**config.mk**
```make
export PLATFORM = sky130hd
export DESIGN_NAME = sprite_box_collision_table
export DESIGN_NICKNAME = d
export VERILOG_FILES = /design/src/rtl/sbc_pkg.sv /design/src/rtl/sbc_ctrl.sv /design/src/rtl/sbc_dp.sv /design/src/rtl/sprite_box_collision_table.sv
export SDC_FILE = /design/constraint.sdc
export NUM_CORES = 1
export LEC_CHECK = 0
export ABC_AREA = 1
export ABC_CLOCK_PERIOD_IN_PS = 8700
export BUFFER_PORTS_ARGS = -buffer_cell sky130_fd_sc_hd__buf_2
export CAP_MARGIN = 10
export CORE_UTILIZATION = 46
export CTS_CLUSTER_SIZE = 16
export DETAILED_ROUTE_END_ITERATION = 6
export PLACE_DENSITY = 0.7
export SLEW_MARGIN = 25
export SYNTH_ARGS = -nofsm -noshare
export SYNTH_HDL_FRONTEND = slang
export SYNTH_SLANG_ARGS = --single-unit
```
**constraint.sdc**
```tcl
create_clock -name aclk -period 8.7 [get_ports aclk]
set_clock_uncertainty 0.2 [all_clocks]
set_input_delay 0.435 -clock aclk [delete_from_list [all_inputs] [get_ports aclk]]
set_output_delay 0.435 -clock aclk [all_outputs]
set_load 0.1 [all_outputs]
```
**src/rtl/sbc_pkg.sv**
```systemverilog
// Shared types, command codes and constants for the sprite box collision table.
`timescale 1ns / 1ps

package sbc_pkg;

    // Default table depth and register reset value
    localparam int TARGET_SLOTS_DEF = 8;
    localparam logic [7:0] BOX_SIZE_RST = 8'd8;
    localparam logic [7:0] KILL_MAX = 8'd255;

    // Payload widths
    localparam int CMD_W = 2;
    localparam int SLOT_W = 3;
    localparam int POS_W = 8;
    localparam int CNT_W = 8;
    localparam int VEC_W = 8;
    localparam int S_DATA_W = 24;
    localparam int M_DATA_W = 32;

    // Item command codes (code 3 is unused and reports like a load)
    typedef enum logic [CMD_W-1:0] {
        CMD_LOAD   = 2'd0,
        CMD_PROJ   = 2'd1,
        CMD_PLAYER = 2'd2
    } cmd_t;

    // Controller states
    typedef enum logic [1:0] {
        ST_IDLE,
        ST_DECODE,
        ST_SCAN,
        ST_FINISH
    } state_t;

    // Controller to datapath commands
    typedef struct packed {
        logic latch;
        logic load_wr;
        logic clr_frame;
        logic scan_start;
        logic scan_step;
        logic kill;
        logic out_load;
    } ctrl_cmd_t;

    // Datapath to controller status
    typedef struct packed {
        cmd_t cmd;
        logic live;
        logic new_frame;
        logic match;
        logic last;
        logic out_free;
    } dp_stat_t;

endpackage

```
**src/rtl/sbc_ctrl.sv**
```systemverilog
// Controller state machine: sequences decode, slot scan and result hand-off.
`timescale 1ns / 1ps

module sbc_ctrl (
    input  logic                 aclk,
    input  logic                 aresetn,
    input  logic                 in_valid,
    output logic                 in_ready,
    input  sbc_pkg::dp_stat_t    stat,
    output sbc_pkg::ctrl_cmd_t   ctl
);

    sbc_pkg::state_t state_reg;
    sbc_pkg::state_t state_next;

    // State register
    always_ff @(posedge aclk) begin
        if (!aresetn) begin
            state_reg <= sbc_pkg::ST_IDLE;
        end else begin
            state_reg <= state_next;
        end
    end

    // Next state and commands
    always_comb begin
        state_next = state_reg;
        ctl = '0;
        in_ready = 1'b0;
        case (state_reg)
            sbc_pkg::ST_IDLE: begin
                in_ready = 1'b1;
                if (in_valid) begin
                    ctl.latch = 1'b1;
                    state_next = sbc_pkg::ST_DECODE;
                end
            end
            sbc_pkg::ST_DECODE: begin
                case (stat.cmd)
                    sbc_pkg::CMD_LOAD: begin
                        ctl.load_wr = 1'b1;
                        state_next = sbc_pkg::ST_FINISH;
                    end
                    sbc_pkg::CMD_PROJ: begin
                        ctl.clr_frame = stat.new_frame;
                        if (stat.live) begin
                            ctl.scan_start = 1'b1;
                            state_next = sbc_pkg::ST_SCAN;
                        end else begin
                            state_next = sbc_pkg::ST_FINISH;
                        end
                    end
                    sbc_pkg::CMD_PLAYER: begin
                        ctl.scan_start = 1'b1;
                        state_next = sbc_pkg::ST_SCAN;
                    end
                    default: begin
                        state_next = sbc_pkg::ST_FINISH;
                    end
                endcase
            end
            sbc_pkg::ST_SCAN: begin
                ctl.scan_step = 1'b1;
                if (stat.match) begin
                    // only a projectile kills; a player test just reports
                    ctl.kill = (stat.cmd == sbc_pkg::CMD_PROJ);
                    state_next = sbc_pkg::ST_FINISH;
                end else if (stat.last) begin
                    state_next = sbc_pkg::ST_FINISH;
                end
            end
            sbc_pkg::ST_FINISH: begin
                if (stat.out_free) begin
                    ctl.out_load = 1'b1;
                    state_next = sbc_pkg::ST_IDLE;
                end
            end
            default: begin
                state_next = sbc_pkg::ST_IDLE;
            end
        endcase
    end

    // A result is never loaded over one still waiting
    a_out_load_free: assert property (@(posedge aclk) disable iff (!aresetn)
        ctl.out_load |-> stat.out_free)
        else $error("result loaded while output register busy");

endmodule

```
**src/rtl/sbc_dp.sv**
```systemverilog
// Datapath: target table, alive bits, frame kill tally, overlap test and result register.
`timescale 1ns / 1ps

module sbc_dp #(
    parameter int TARGET_SLOTS = sbc_pkg::TARGET_SLOTS_DEF
) (
    input  logic                            aclk,
    input  logic                            aresetn,
    input  logic                            cfg_wr_en,
    input  logic [7:0]                      cfg_wr_data,
    input  logic [sbc_pkg::CMD_W-1:0]       in_cmd,
    input  logic [sbc_pkg::SLOT_W-1:0]      in_slot,
    input  logic [sbc_pkg::POS_W-1:0]       in_pos_x,
    input  logic [sbc_pkg::POS_W-1:0]       in_pos_y,
    input  logic                            in_live,
    input  logic                            in_new_frame,
    input  sbc_pkg::ctrl_cmd_t              ctl,
    output sbc_pkg::dp_stat_t               stat,
    output logic                            m_tvalid,
    input  logic                            m_tready,
    output logic [sbc_pkg::M_DATA_W-1:0]    m_tdata
);

    localparam int IDX_W = (TARGET_SLOTS > 1) ? $clog2(TARGET_SLOTS) : 1;
    localparam int EXT_W = (TARGET_SLOTS > sbc_pkg::VEC_W) ? TARGET_SLOTS : sbc_pkg::VEC_W;
    localparam logic [IDX_W-1:0] LAST_IDX = IDX_W'(TARGET_SLOTS - 1);

    // Latched item
    sbc_pkg::cmd_t               cmd_reg;
    logic [sbc_pkg::SLOT_W-1:0]  slot_reg;
    logic [sbc_pkg::POS_W-1:0]   px_reg;
    logic [sbc_pkg::POS_W-1:0]   py_reg;
    logic                        live_reg;
    logic                        nf_reg;

    // Table and frame state
    logic [2*sbc_pkg::POS_W-1:0] pos_mem [TARGET_SLOTS];
    logic [2*sbc_pkg::POS_W-1:0] rd_data_reg;
    logic [TARGET_SLOTS-1:0]     alive_reg;
    logic [sbc_pkg::CNT_W-1:0]   kills_reg;
    logic [sbc_pkg::VEC_W-1:0]   mask_reg;
    logic [7:0]                  box_size_reg;

    // Scan state
    logic [IDX_W-1:0]            scan_idx_reg;
    logic                        found_reg;
    logic [IDX_W-1:0]            found_idx_reg;

    // Result register
    logic                        out_valid_reg;
    logic [sbc_pkg::M_DATA_W-1:0] out_data_reg;

    logic [IDX_W-1:0]            wr_idx;
    logic                        slot_ok;
    logic [IDX_W-1:0]            rd_addr;
    logic                        rd_en;
    logic                        last;
    logic [sbc_pkg::POS_W-1:0]   tx;
    logic [sbc_pkg::POS_W-1:0]   ty;
    logic [sbc_pkg::POS_W-1:0]   dx;
    logic [sbc_pkg::POS_W-1:0]   dy;
    logic                        match;
    logic [EXT_W-1:0]            alive_ext;
    logic [EXT_W-1:0]            kill_ext;
    logic                        hit;
    logic [sbc_pkg::SLOT_W-1:0]  hit_slot;
    logic                        left;
    logic [sbc_pkg::M_DATA_W-1:0] out_data_next;

    // Box size register
    always_ff @(posedge aclk) begin
        if (!aresetn) begin
            box_size_reg <= sbc_pkg::BOX_SIZE_RST;
        end else if (cfg_wr_en) begin
            box_size_reg <= cfg_wr_data;
        end
    end

    // Item latch
    always_ff @(posedge aclk) begin
        if (ctl.latch) begin
            cmd_reg  <= sbc_pkg::cmd_t'(in_cmd);
            slot_reg <= in_slot;
            px_reg   <= in_pos_x;
            py_reg   <= in_pos_y;
            live_reg <= in_live;
            nf_reg   <= in_new_frame;
        end
    end

    // Load address; slots past the table are dropped
    assign wr_idx  = IDX_W'(slot_reg);
    assign slot_ok = 32'(slot_reg) < TARGET_SLOTS;

    // Scan sequencing: read of the next slot overlaps the compare of this one
    assign last    = (scan_idx_reg == LAST_IDX);
    assign rd_en   = ctl.scan_start | ctl.scan_step;
    assign rd_addr = (ctl.scan_start || last) ? '0 : scan_idx_reg + IDX_W'(1);

    // Position table
    always_ff @(posedge aclk) begin
        if (ctl.load_wr && slot_ok) begin
            pos_mem[wr_idx] <= {py_reg, px_reg};
        end
        if (rd_en) begin
            rd_data_reg <= pos_mem[rd_addr];
        end
    end

    // Overlap test of the slot under the scan index
    assign tx    = rd_data_reg[sbc_pkg::POS_W-1:0];
    assign ty    = rd_data_reg[2*sbc_pkg::POS_W-1:sbc_pkg::POS_W];
    assign dx    = (px_reg >= tx) ? px_reg - tx : tx - px_reg;
    assign dy    = (py_reg >= ty) ? py_reg - ty : ty - py_reg;
    assign match = alive_reg[scan_idx_reg] && (dx < box_size_reg) && (dy < box_size_reg);

    // Scan index and first hit
    always_ff @(posedge aclk) begin
        if (!aresetn) begin
            scan_idx_reg  <= '0;
            found_reg     <= 1'b0;
            found_idx_reg <= '0;
        end else begin
            if (ctl.latch) begin
                found_reg     <= 1'b0;
                found_idx_reg <= '0;
            end else if (ctl.scan_step && match) begin
                found_reg     <= 1'b1;
                found_idx_reg <= scan_idx_reg;
            end
            if (ctl.scan_start) begin
                scan_idx_reg <= '0;
            end else if (ctl.scan_step && !last) begin
                scan_idx_reg <= scan_idx_reg + IDX_W'(1);
            end
        end
    end

    // Alive bits
    always_ff @(posedge aclk) begin
        if (!aresetn) begin
            alive_reg <= '0;
        end else if (ctl.load_wr && slot_ok) begin
            alive_reg[wr_idx] <= live_reg;
        end else if (ctl.kill) begin
            alive_reg[scan_idx_reg] <= 1'b0;
        end
    end

    // Frame kill count and mask
    assign kill_ext = EXT_W'(1) << scan_idx_reg;

    always_ff @(posedge aclk) begin
        if (!aresetn) begin
            kills_reg <= '0;
            mask_reg  <= '0;
        end else if (ctl.clr_frame) begin
            kills_reg <= '0;
            mask_reg  <= '0;
        end else if (ctl.kill) begin
            if (kills_reg != sbc_pkg::KILL_MAX) begin
                kills_reg <= kills_reg + 8'd1;
            end
            mask_reg <= mask_reg | kill_ext[sbc_pkg::VEC_W-1:0];
        end
    end

    // Result fields
    assign alive_ext = EXT_W'(alive_reg);
    assign hit       = found_reg;
    assign hit_slot  = found_reg ? sbc_pkg::SLOT_W'(found_idx_reg) : '0;
    assign left      = (cmd_reg == sbc_pkg::CMD_PROJ) && live_reg && !found_reg;
    assign out_data_next = {3'b000, alive_ext[sbc_pkg::VEC_W-1:0], mask_reg, kills_reg,
                            left, hit_slot, hit};

    // Output register
    always_ff @(posedge aclk) begin
        if (!aresetn) begin
            out_valid_reg <= 1'b0;
        end else if (ctl.out_load) begin
            out_valid_reg <= 1'b1;
        end else if (m_tready) begin
            out_valid_reg <= 1'b0;
        end
    end

    always_ff @(posedge aclk) begin
        if (ctl.out_load) begin
            out_data_reg <= out_data_next;
        end
    end

    assign m_tvalid = out_valid_reg;
    assign m_tdata  = out_data_reg;

    // Status back to the controller
    assign stat.cmd       = cmd_reg;
    assign stat.live      = live_reg;
    assign stat.new_frame = nf_reg;
    assign stat.match     = match;
    assign stat.last      = last;
    assign stat.out_free  = !out_valid_reg || m_tready;

    // A kill only lands on a slot that was alive, and clears it
    a_kill_alive: assert property (@(posedge aclk) disable iff (!aresetn)
        ctl.kill |-> alive_reg[scan_idx_reg])
        else $error("kill on a dead slot");

    a_kill_clears: assert property (@(posedge aclk) disable iff (!aresetn)
        ctl.kill |=> !alive_reg[$past(scan_idx_reg)])
        else $error("killed slot still alive");

    // No hit means slot field zero in the result
    a_slot_zero: assert property (@(posedge aclk) disable iff (!aresetn)
        (ctl.out_load && !found_reg) |=> (out_data_reg[3:1] == 3'b000))
        else $error("hit_slot set without a hit");

endmodule

```
**src/rtl/sprite_box_collision_table.sv**
```systemverilog
// Top level of the sprite box collision table: stream ports, controller and datapath.
//
//  port group  dir  item contents
//  s_*         in   command item: cmd in tuser; slot, position, live, new_frame in tdata
//  m_*         out  one result item per command item
//  cfg_*       in   box_size register write
//
// A load item and an inactive projectile need no scan; other test items wait on the
// scan, which visits one slot of the position table per cycle through its single
// read port (stops early on the first hit).
// Reset is synchronous, active low; alive bits, kill tally and box_size are
// cleared/reset, target positions are not. A result waits in the output
// register while m_tready is low; the next item is accepted meanwhile.
`timescale 1ns / 1ps

module sprite_box_collision_table #(
    parameter int TARGET_SLOTS = sbc_pkg::TARGET_SLOTS_DEF
) (
    input  logic                            aclk,
    input  logic                            aresetn,
    // box_size register
    input  logic                            cfg_wr_en,
    input  logic [7:0]                      cfg_wr_data,
    // command items
    input  logic                            s_tvalid,
    output logic                            s_tready,
    input  logic [sbc_pkg::S_DATA_W-1:0]    s_tdata,  // slot[2:0], pos_x[10:3], pos_y[18:11],
                                                      // live[19], new_frame[20], zero[23:21]
    input  logic [sbc_pkg::CMD_W-1:0]       s_tuser,  // cmd[1:0]
    // result items
    output logic                            m_tvalid,
    input  logic                            m_tready,
    output logic [sbc_pkg::M_DATA_W-1:0]    m_tdata   // hit[0], hit_slot[3:1],
                                                      // projectile_left[4], kill_count[12:5],
                                                      // shot_mask[20:13], alive_bits[28:21],
                                                      // zero[31:29]
);

    sbc_pkg::ctrl_cmd_t ctl;
    sbc_pkg::dp_stat_t  stat;

    sbc_ctrl u_ctrl (
        .aclk     (aclk),
        .aresetn  (aresetn),
        .in_valid (s_tvalid),
        .in_ready (s_tready),
        .stat     (stat),
        .ctl      (ctl)
    );

    sbc_dp #(
        .TARGET_SLOTS (TARGET_SLOTS)
    ) u_dp (
        .aclk         (aclk),
        .aresetn      (aresetn),
        .cfg_wr_en    (cfg_wr_en),
        .cfg_wr_data  (cfg_wr_data),
        .in_cmd       (s_tuser),
        .in_slot      (s_tdata[2:0]),
        .in_pos_x     (s_tdata[10:3]),
        .in_pos_y     (s_tdata[18:11]),
        .in_live      (s_tdata[19]),
        .in_new_frame (s_tdata[20]),
        .ctl          (ctl),
        .stat         (stat),
        .m_tvalid     (m_tvalid),
        .m_tready     (m_tready),
        .m_tdata      (m_tdata)
    );

endmodule

```
==> results of run 1 <==
## power groups by stage
stage / Sequential (mW) / Clock, mW / Combinational [mW]
2_1_floorplan: 1.55 / 0 / 0.980
3_3_place_gp: 1.48 / 0 / 1.28
3_5_place_dp: 1.49 / 0 / 1.31
4_1_cts: 1.46 / 1.12 / 1.33
5_1_grt: 1.48 / 1.16 / 1.52
6_report: 1.47 / 1.10 / 1.33
## logic make-up after synthesis
kind of cell / after synthesis / synth area share (%)
mux: 21 / 1.89
flops: 238 / 59.4
fa+ha+maj: 62 / 7.11
buf+inv: 176 / 6.63
xor+xnor: 24 / 1.86
compound gates: 215 / 10.7
other cells: 1 / 0.0331
simple gates: 298 / 12.4
## Yosys cell counts, types with 7 or more instances
library cell / instances
xor2_1: 19
o211ai_1: 32
or2_2: 29
dfxtp_1: 42
nand3_1: 28
mux2i_1: 18
or2_0: 15
inv_1: 132
ha_1: 58
o21ai_0: 92
clkbuf_1: 17
a21oi_1: 60
nand2_1: 145
buf_2: 10
o22ai_1: 7
edfxtp_1: 196
nor2_1: 52
o21ai_1: 7
## through the flow
step                cells  util, %
finish               1478     54.1
global route         1478     54.1
CTS                  1478     54.1
detailed placement   1402     49.3
global placement     1402     49.3
floorplan            1037        -
## worst max-delay path, delay by kind of cell, from the launching register on
| family | cells | cell delay (ns) |
|---|---|---|
| compound gates | 2 | 0.53 |
| flops | 1 | 0.55 |
| fa+ha+maj | 2 | 0.73 |
| simple gates | 15 | 1.92 |
| buf+inv | 2 | 0.23 |
## cell usage in the layout, fill, tap and decap left out, types with 14 or more instances in the layout
master         count
nand3_1           28
or2_0             15
buf_2             66
o21ai_0           92
or2_2             29
inv_1            131
edfxtp_1         196
dfxtp_1           42
mux2i_1           18
buf_4             14
nand2_1          145
o211ai_1          32
xor2_1            19
clkbuf_16         25
nor2_1            52
a21oi_1           59
ha_1              58
dlygate4sd3_1     31
## per-layer routing
metal / up-vias / track usage, %
li1: 3739 / -
met4: 0 / 5.03
met1: 3530 / 24.8
met5: - / 0
met2: 205 / 28.6
met3: 29 / 2.94
## timing repair
item                      4_1_cts  5_1_grt
hold endpoints to repair       28        0
gates resized for setup         0        0
hold buffers                   31        0
## cell type report
type,count,area share [%]
tap,324,3.09
multi-input combinational,623,29.5
clock buffer,30,4.99
timing repair buffer,111,5.69
clock inverter,15,1.46
inverter,137,3.94
sequential,238,51.3
## how the worst max path moves through the flow
stage / to / from / cells past startpoint / slack, ns
6_report: u_dp.alive_ext[6]$_SDFFE_PN0P_ / u_dp.px_reg[5]$_DFFE_PP_ / 21 / 4.43
3_3_place_gp: u_dp.alive_ext[1]$_SDFFE_PN0P_ / u_dp.px_reg[5]$_DFFE_PP_ / 21 / 4.50
2_1_floorplan: u_dp.alive_ext[7]$_SDFFE_PN0P_ / u_dp.px_reg[5]$_DFFE_PP_ / 21 / 5.16
3_5_place_dp: u_dp.alive_ext[6]$_SDFFE_PN0P_ / u_dp.px_reg[5]$_DFFE_PP_ / 21 / 4.46
4_1_cts: u_dp.alive_ext[6]$_SDFFE_PN0P_ / u_dp.py_reg[0]$_DFFE_PP_ / 21 / 4.42
5_1_grt: u_dp.alive_ext[1]$_SDFFE_PN0P_ / u_dp.py_reg[0]$_DFFE_PP_ / 23 / 3.90
==> impl_metrics.yaml, run 1 <==
timing:
  rsz0062_at_grt: "false"
  finalHoldViolCount: 0
  timing.hold.ws_ns: 0.0194
  post-route-period-util_pct: 49.0
  slew_violations: 0
  clock.fmax_mhz: 234
  tightest_slew_ns: 0.808
  maxSlewHeadroom_pct: 46.0
  finalSetupViolCount: 0
  layout_min_cycle_time_ns: 4.27
  setup-tns-final_ns: 0
  setup_ws_ns: 4.43
routing:
  drt_iter0_drc: 616
  vias: 7503
  drc: 0
  wl_per_cell_um: 15.2
  top_layer: "met4"
  met2WireLength_um: 10300
  route.antenna.remaining_nets: 0
  drt-pass1-iter-count: 5
  met3_length_um: 1360
  routed_wirelength_um: 22500
  m1WireLength_um: 10500
  viasPerCell: 5.08
power_and_ir_drop:
  p_leak_nw: 5.16
  intPower_mw: 2.50
  pwr-share-clk_pct: 28.2
  switching_power_mw: 1.39
  pwr-share-seq_pct: 37.6
  p_total_mw: 3.89
  power.density_nw_per_um2: 297
  ir_drop_v: 0.000217
  netSwitchingFraction_pct: 35.7
  power_frac_comb_pct: 34.2
floorplan:
  core_area_sq_um: 24200
  die_area_sq_um: 25300
  start_util_pct: 46.7
  io_pins: 73
  fp.dieW_um: 159
  num_rows: 57
  die_y_um: 159
place:
  place_congestion: 0.822
  port_buffers: 66
  dpl_cell_area_sq_um: 12000
  dp_slack_ns: 4.46
  dp_hpwl_um: 14400
worst_setup_path:
  path_max_fanout: 14
  critPathMaxStageDelay_ns: 0.55
  cp_slowest_cell: "edfxtp_1"
  setup.worst_path.start_class: "flip-flop"
  r2r-end: "u_dp.alive_ext[6]$_SDFFE_PN0P_"
  cp.arrival_ns: 4.49
  crit_path_end_kind: "flip-flop"
  path_common_cell: "nand2_1"
  r2r-start: "u_dp.px_reg[5]$_DFFE_PP_"
  rr_worst_depth: 21
  crit_chain: "ha_1 -> a21o_1 -> a221oi_1 -> nand3_1 -> clkinv_1 -> nand2_1 -> nand2_1 -> inv_1 -> ha_1 -> nand2_1 -> nand2_1 -> nor2_1 -> nand2_1 -> nor2_1 -> nand3_2 -> nor2_4 -> nand4_2 -> nand2_1 -> nand2_1 -> nand2_1 -> nor2_1"
  rrSetupSlack_ns: 4.43
  cp.required_ns: 8.92
  worstSetupPathType: "flip-flop to flip-flop"
logic_synthesis:
  synth_area_per_cell_sq_um: 10.9
  ys.flop_type: "edfxtp_1"
  synthCells: 1035
  synth_edf_count: 196
  yosysTopAreaCell: "edfxtp_1"
  ys_seq_area_share_pct: 59.4
  netlist.area_leader.share_pct: 52.0
  synth-seq-cells: 238
  ys_top_cells_by_area: "edfxtp_1, dfxtp_1, ha_1"
  async_flop_share_pct: 0
  ys_warn_count: 0
  synth_cell_types: 48
  syn_area_sq_um: 11300
status:
  status: "complete, no violations"
final_layout:
  finalNetCount: 1237
  multiInputGateArea_sq_um: 3870
  largest_register_ffs: 128
  ff_latch_area_sq_um: 6730
  area_delta_synth_final_pct: 15.7
  diodes: 0
  postLayoutCellArea_sq_um: 13100
  fillers: 2104
  drive_above_1_share_pct: 15.3
cts:
  numCtsBuffers: 25
  clock-sinks: 238
  cts_setup_buffers: 0
  clk_pin_slew_ns: 0.06
  cts_max_level: 1
  clockRootBuffer: "clkbuf_16"
  cts_tree: "built"
  max-clock-path-buffers: 3
  clk_latency_ns: 0.52
global_routing:
  grt_max_degree: 65
  grt_pass1_wl_um: 36000
  track_usage_pct: 17.8
  antenna_found_initial: 0
  grt.overflow.total: 0
  grt_pass1_vias: 7102
hold_path:
  hp-class: "primary input to flip-flop"
  holdPathStages: 3
  min_from: "cfg_wr_data[2]"
  min_to: "u_dp.box_size_reg[2]$_SDFFE_PN0P_"
run:
  max_cap_violations: 0
Power figures use the tool's default switching activity.
==> run 2: changes to the inputs <==
- ABC_CLOCK_PERIOD_IN_PS: 8700 -> 3800
- PLACE_DENSITY: 0.7 -> 0.73
- clock period: 8.7 -> 3.8 ns (I/O delays scaled with it)
==> run 2 against run 1 <==
  * The run now ends with DRC left
  * Cell count is 4.6% higher
  * Fmax is 13% higher
  * Worst setup slack worse by 4.4 ns
  * Sequential power is 120% higher
  * First-iteration DRC count is 17% higher
  * Global-route usage is 1.2 points higher
  * Worst hold slack better by 0.16 ns
  * Count of clock-buffer cells in the layout is 2 higher
  * Register-to-register slack worse by 4.4 ns
  * Die area stayed put
  * Sequential share of layout area is 3.1 points lower
  * Non-clock buffer count is 71 higher
  * Critical endpoint is now u_dp.kills_reg[0]$_SDFFE_PP0P_
  * Largest power group is now combinational logic
==> impl_metrics.yaml, run 2 (same netlist as run 1, synthesis figures left out) <==
status:
  status: "complete, but fails checks"
  failed_checks: "DRC"
place:
  place_congestion: 0.837
  port_buffers: 66
  dp_slack_ns: -0.117
  dpl.cell_count: 1427
  dp_hpwl_um: 15200
cts:
  clock-sinks: 238
  clockRootBuffer: "clkbuf_16"
  clk_latency_ns: 0.52
  clk_pin_slew_ns: 0.06
  max-clock-path-buffers: 3
  numCtsBuffers: 25
  cts_tree: "built"
  cts_max_level: 1
timing:
  slew_violations: 0
  setup_ws_ns: 0.00798
  finalSetupViolCount: 0
  post-route-period-util_pct: 99.8
  finalHoldViolCount: 0
  setup-tns-final_ns: 0
  layout_min_cycle_time_ns: 3.79
  tightest_slew_ns: 1.03
  rsz0062_at_grt: "true"
  clock.fmax_mhz: 264
  maxSlewHeadroom_pct: 31.4
worst_setup_path:
  critPathLaunch: "u_dp.px_reg[4]$_DFFE_PP_"
  critPathMaxStageDelay_ns: 0.55
  critPathTopFamily: "simple AND/OR/NAND/NOR gates"
  path_common_cell: "nand2_1"
  r2r-start: "u_dp.px_reg[4]$_DFFE_PP_"
  worstSetupPathType: "flip-flop to flip-flop"
  cp.depth: 21
  critPathBufInv: 2
  rrSetupSlack_ns: 0.008
  setup.worst_path.end: "u_dp.kills_reg[0]$_SDFFE_PP0P_"
  cp_slowest_cell: "edfxtp_1"
  crit_path_end_kind: "flip-flop"
  setup.worst_path.start_class: "flip-flop"
  path_max_fanout: 8
  r2r-end: "u_dp.kills_reg[0]$_SDFFE_PP0P_"
  cp.required_ns: 4.05
  rr_worst_depth: 21
  cp.arrival_ns: 4.05
  crit_chain: "ha_4 -> nand2_1 -> nor2_2 -> nand4_1 -> nand3_4 -> inv_4 -> nand2_1 -> nand2_1 -> inv_1 -> ha_4 -> nand2_1 -> nand2_1 -> nor2_2 -> nand2_2 -> nor2_2 -> nand3_2 -> nor2_4 -> nand2_4 -> nor2_4 -> nand3b_1 -> a21oi_1"
global_routing:
  grt_max_degree: 65
  track_usage_pct: 19.0
  grt_pass1_wl_um: 38200
  grt.overflow.total: 0
  grt_pass1_vias: 7562
  antenna_found_initial: 0
run:
  max_cap_violations: 0
final_layout:
  largest_register_ffs: 128
  diodes: 0
  layout_commonest_cell: "edfxtp_1"
  drive_above_1_share_pct: 22.5
  stdcell_count: 1546
  finalNetCount: 1310
  area_delta_synth_final_pct: 23.1
  fillers: 1948
  layout_common_cells: "edfxtp_1, nand2_1, inv_1"
floorplan:
  die_area_sq_um: 25300
  core_area_sq_um: 24200
  fp.dieW_um: 159
  die_y_um: 159
  io_pins: 73
  start_util_pct: 46.7
  num_rows: 57
routing:
  wl_per_cell_um: 16.5
  drt-pass1-iter-count: 7
  viasPerCell: 5.16
  routed_wirelength_um: 25600
  drt_iter0_drc: 718
  drc: 6
  route.antenna.remaining_nets: 0
  vias: 7980
power_and_ir_drop:
  p_total_mw: 9.34
  ir_drop_v: 0.000434
  power.density_nw_per_um2: 670
  p_leak_nw: 5.47
hold_path:
  hp-class: "primary input to flip-flop"
[run 2: changes by cell type in the layout (fill, tap and decap cells not counted), sizes merged, moves of 2 or more]
cell / change
buf: +51
dlygate4sd3: +20
clkbuf: +2
bufinv: -3
clkinv: -5
[run 2: what timing repair did]
action | CTS | global route
setup endpoints to repair | 8 | 30
hold buffers | 51 | 0
hold endpoints to repair | 45 | 0
cloned | 0 | 3
pin swaps | 0 | 34
resized for setup | 2 | 80
setup buffers | 0 | 25
[run 2: power by group]
group          total, mW  internal, mW  switching [mW]
clock               2.23          1.29           0.942
combinational       3.81          1.48            2.33
sequential          3.30          3.16           0.143
total               9.34          5.93            3.42
[run 2: worst min path at each step]
| stage | slack [ns] | to | from | cells past startpoint |
|---|---|---|---|---|
| floorplan | 0.09 | u_dp.cmd_reg[0]$_DFFE_PP_ | s_tuser[0] | 0 |
| finish | 0.18 | u_dp.slot_reg[1]$_DFFE_PP_ | s_tdata[1] | 2 |
| detailed placement | 0.17 | u_dp.py_reg[4]$_DFFE_PP_ | s_tdata[15] | 1 |
| global route | 0.18 | u_dp.slot_reg[1]$_DFFE_PP_ | s_tdata[1] | 2 |
| CTS | 0.16 | u_dp.slot_reg[1]$_DFFE_PP_ | s_tdata[1] | 2 |
| global placement | 0.17 | u_dp.py_reg[7]$_DFFE_PP_ | s_tdata[18] | 1 |
[run 2: final cells by class]
cell class / instances / area [sq um] / area share [%]
Sequential cell: 238 / 6730 / 48.3
Tap cell: 324 / 405 / 2.91
Clock buffer: 32 / 662 / 4.75
Multi-Input combinational cell: 625 / 4200 / 30.1
Clock inverter: 8 / 72.6 / 0.521
Inverter: 137 / 519 / 3.72
Timing Repair Buffer: 182 / 1350 / 9.70
[run 2: metrics by stage]
step                hold slack [ns]  utilization (%)  instance area, sq um
floorplan                    0.0889                -                 11300
global placement              0.167             50.1                 12200
detailed placement            0.168             50.1                 12200
CTS                           0.157             55.3                 13400
global route                  0.176             57.5                 13900
finish                        0.180             57.5                 13900
[run 2: layer usage]
| metal | vias up | routed length, um | share of wire [%] | track usage (%) |
|---|---|---|---|---|
| li1 | 3884 | - | - | - |
| met1 | 3777 | 11200 | 44 | 25.4 |
| met2 | 266 | 12200 | 48 | 31.4 |
| met3 | 53 | 1630 | 6.4 | 2.94 |
| met4 | 0 | 623 | 2.4 | 6.95 |
| met5 | - | 0 | 0 | 0 |
==> run 3: changes to the inputs <==
- ABC_CLOCK_PERIOD_IN_PS: 3800 -> 4800
- PLACE_DENSITY: 0.73 -> 0.7
- clock period: 3.8 -> 4.8 ns (I/O delays scaled with it)
==> run 3 against run 2 <==
  * Utilization shrank 2.6 points
  * Critical path type unchanged
  * Die area unchanged
  * Global-route usage shrank 0.32 points
  * The flow now finishes without violations
  * Via count shrank 5.2%
  * Largest cell class unchanged
  * Critical endpoint is now u_ctrl.state_reg[0]$_SDFFE_PN0P_
==> impl_metrics.yaml, run 3 (same netlist as run 1, synthesis figures left out) <==
status:
  status: "complete, no violations"
timing:
  slew_violations: 0
  rsz0062_at_grt: "false"
  tightest_slew_ns: 0.976
  timing.hold.ws_ns: 0.230
  setup-tns-final_ns: 0
  finalSetupViolCount: 0
  post-route-period-util_pct: 91.3
  finalHoldViolCount: 0
  clock.fmax_mhz: 228
  setup_ws_ns: 0.419
  layout_min_cycle_time_ns: 4.38
  maxSlewHeadroom_pct: 34.8
cts:
  cts_tree: "built"
  clk_latency_ns: 0.51
  max-clock-path-buffers: 3
  post_cts_resize_count: 0
  clockRootBuffer: "clkbuf_16"
  clock-sinks: 238
  numCtsBuffers: 25
  cts_max_level: 1
  clk_pin_slew_ns: 0.06
final_layout:
  diodes: 0
  ff_latch_area_sq_um: 6730
  drive_above_1_share_pct: 15.2
  fillers: 2085
  area_delta_synth_final_pct: 17.5
  finalNetCount: 1260
  postLayoutCellArea_sq_um: 13300
  layout_common_cells: "edfxtp_1, nand2_1, inv_1"
  multiInputGateArea_sq_um: 3870
  layout_commonest_cell: "edfxtp_1"
  largest_register_ffs: 128
worst_setup_path:
  rrSetupSlack_ns: 0.42
  r2r-end: "u_ctrl.state_reg[0]$_SDFFE_PN0P_"
  cp.arrival_ns: 4.63
  setup.worst_path.start_class: "flip-flop"
  r2r-start: "u_dp.py_reg[5]$_DFFE_PP_"
  cp.required_ns: 5.05
  worstSetupPathType: "flip-flop to flip-flop"
  rr_worst_depth: 16
  path_max_fanout: 11
  crit_path_end_kind: "flip-flop"
global_routing:
  grt_max_degree: 53
  grt.overflow.total: 0
  grt_pass1_wl_um: 37700
  grt_pass1_vias: 7352
  track_usage_pct: 18.7
  antenna_found_initial: 0
floorplan:
  start_util_pct: 46.7
  core_area_sq_um: 24200
  num_rows: 57
  die_y_um: 159
  die_area_sq_um: 25300
  fp.dieW_um: 159
  io_pins: 73
routing:
  drc: 0
  vias: 7565
  wl_per_cell_um: 15.7
  routed_wirelength_um: 23600
  drt_iter0_drc: 421
  route.antenna.remaining_nets: 0
  drt-pass1-iter-count: 5
  viasPerCell: 5.04
hold_path:
  min_to: "u_dp.m_tdata[13]$_DFFE_PP_"
  holdPathStages: 0
  min_from: "u_dp.mask_reg[0]$_SDFFE_PP0P_"
  hp-class: "flip-flop to flip-flop"
place:
  dp_hpwl_um: 15200
  place_congestion: 0.833
  dpl_cell_area_sq_um: 12000
  port_buffers: 66
  dp_slack_ns: 0.544
power_and_ir_drop:
  ir_drop_v: 0.000264
  p_total_mw: 7.01
  power.density_nw_per_um2: 527
  p_leak_nw: 5.25
run:
  max_cap_violations: 0
run 3: metal layers:
layer | wire length [um] | part of all wire [%] | track usage (%) | up-vias
met5 | 0 | 0 | 0 | -
met4 | 393 | 1.7 | 4.37 | 0
met3 | 1380 | 5.9 | 2.92 | 33
met2 | 10900 | 46 | 30.8 | 204
met1 | 10800 | 46 | 25.9 | 3545
li1 | - | - | - | 3783
run 3: metrics by stage:
step	std cells	utilization, %
floorplan	1037	-
global placement	1405	49.4
detailed placement	1405	49.5
CTS	1501	54.9
global route	1501	54.9
finish	1501	54.9
run 3: where the power goes:
part	total (mW)	internal, mW	switching (mW)
clock	1.90	1.12	0.785
sequential	2.65	2.50	0.150
combinational	2.46	0.871	1.59
total	7.01	4.49	2.52
run 3: worst max path at each step:
| stage | startpoint | end | slack (ns) | cells past startpoint |
|---|---|---|---|---|
| finish | u_dp.py_reg[5]$_DFFE_PP_ | u_ctrl.state_reg[0]$_SDFFE_PN0P_ | 0.42 | 16 |
| floorplan | u_dp.px_reg[5]$_DFFE_PP_ | u_dp.alive_ext[7]$_SDFFE_PN0P_ | 1.26 | 21 |
| global placement | u_dp.py_reg[5]$_DFFE_PP_ | u_dp.alive_ext[1]$_SDFFE_PN0P_ | 0.67 | 19 |
| global route | u_dp.py_reg[5]$_DFFE_PP_ | u_dp.alive_ext[6]$_SDFFE_PN0P_ | 0.008 | 20 |
| detailed placement | u_dp.px_reg[0]$_DFFE_PP_ | u_dp.alive_ext[6]$_SDFFE_PN0P_ | 0.54 | 25 |
| CTS | u_dp.py_reg[5]$_DFFE_PP_ | u_ctrl.state_reg[0]$_SDFFE_PN0P_ | 0.45 | 16 |
run 3: area by class of cell:
type / instances / area share, %
Clock buffer: 33 / 5.15
Clock inverter: 12 / 0.921
Inverter: 137 / 3.88
Multi-Input combinational cell: 623 / 29.1
Sequential cell: 238 / 50.5
Tap cell: 324 / 3.05
Timing Repair Buffer: 134 / 7.37
run 3: worst max-delay path: stages, from the launching register on:
cell and delay [ns]:
edfxtp_1 0.58, ha_1 0.51, a21o_1 0.17, inv_1 0.04
o2111ai_1 0.61, mux2_2 0.41, inv_1 0.06, ha_1 0.23
nand2_1 0.07, a21oi_1 0.08, nand3b_1 0.18, nor2_1 0.09
nand3_1 0.13, nand2_1 0.13, nand3_1 0.12, a21oi_1 0.15
dlygate4sd3_1 0.55
run 3: timing repair:
| item | CTS | global route |
|---|---|---|
| hold buffers | 51 | 0 |
| hold endpoints to repair | 42 | 0 |
| setup endpoints to repair | 0 | 0 |
| buffers inserted | 0 | 0 |
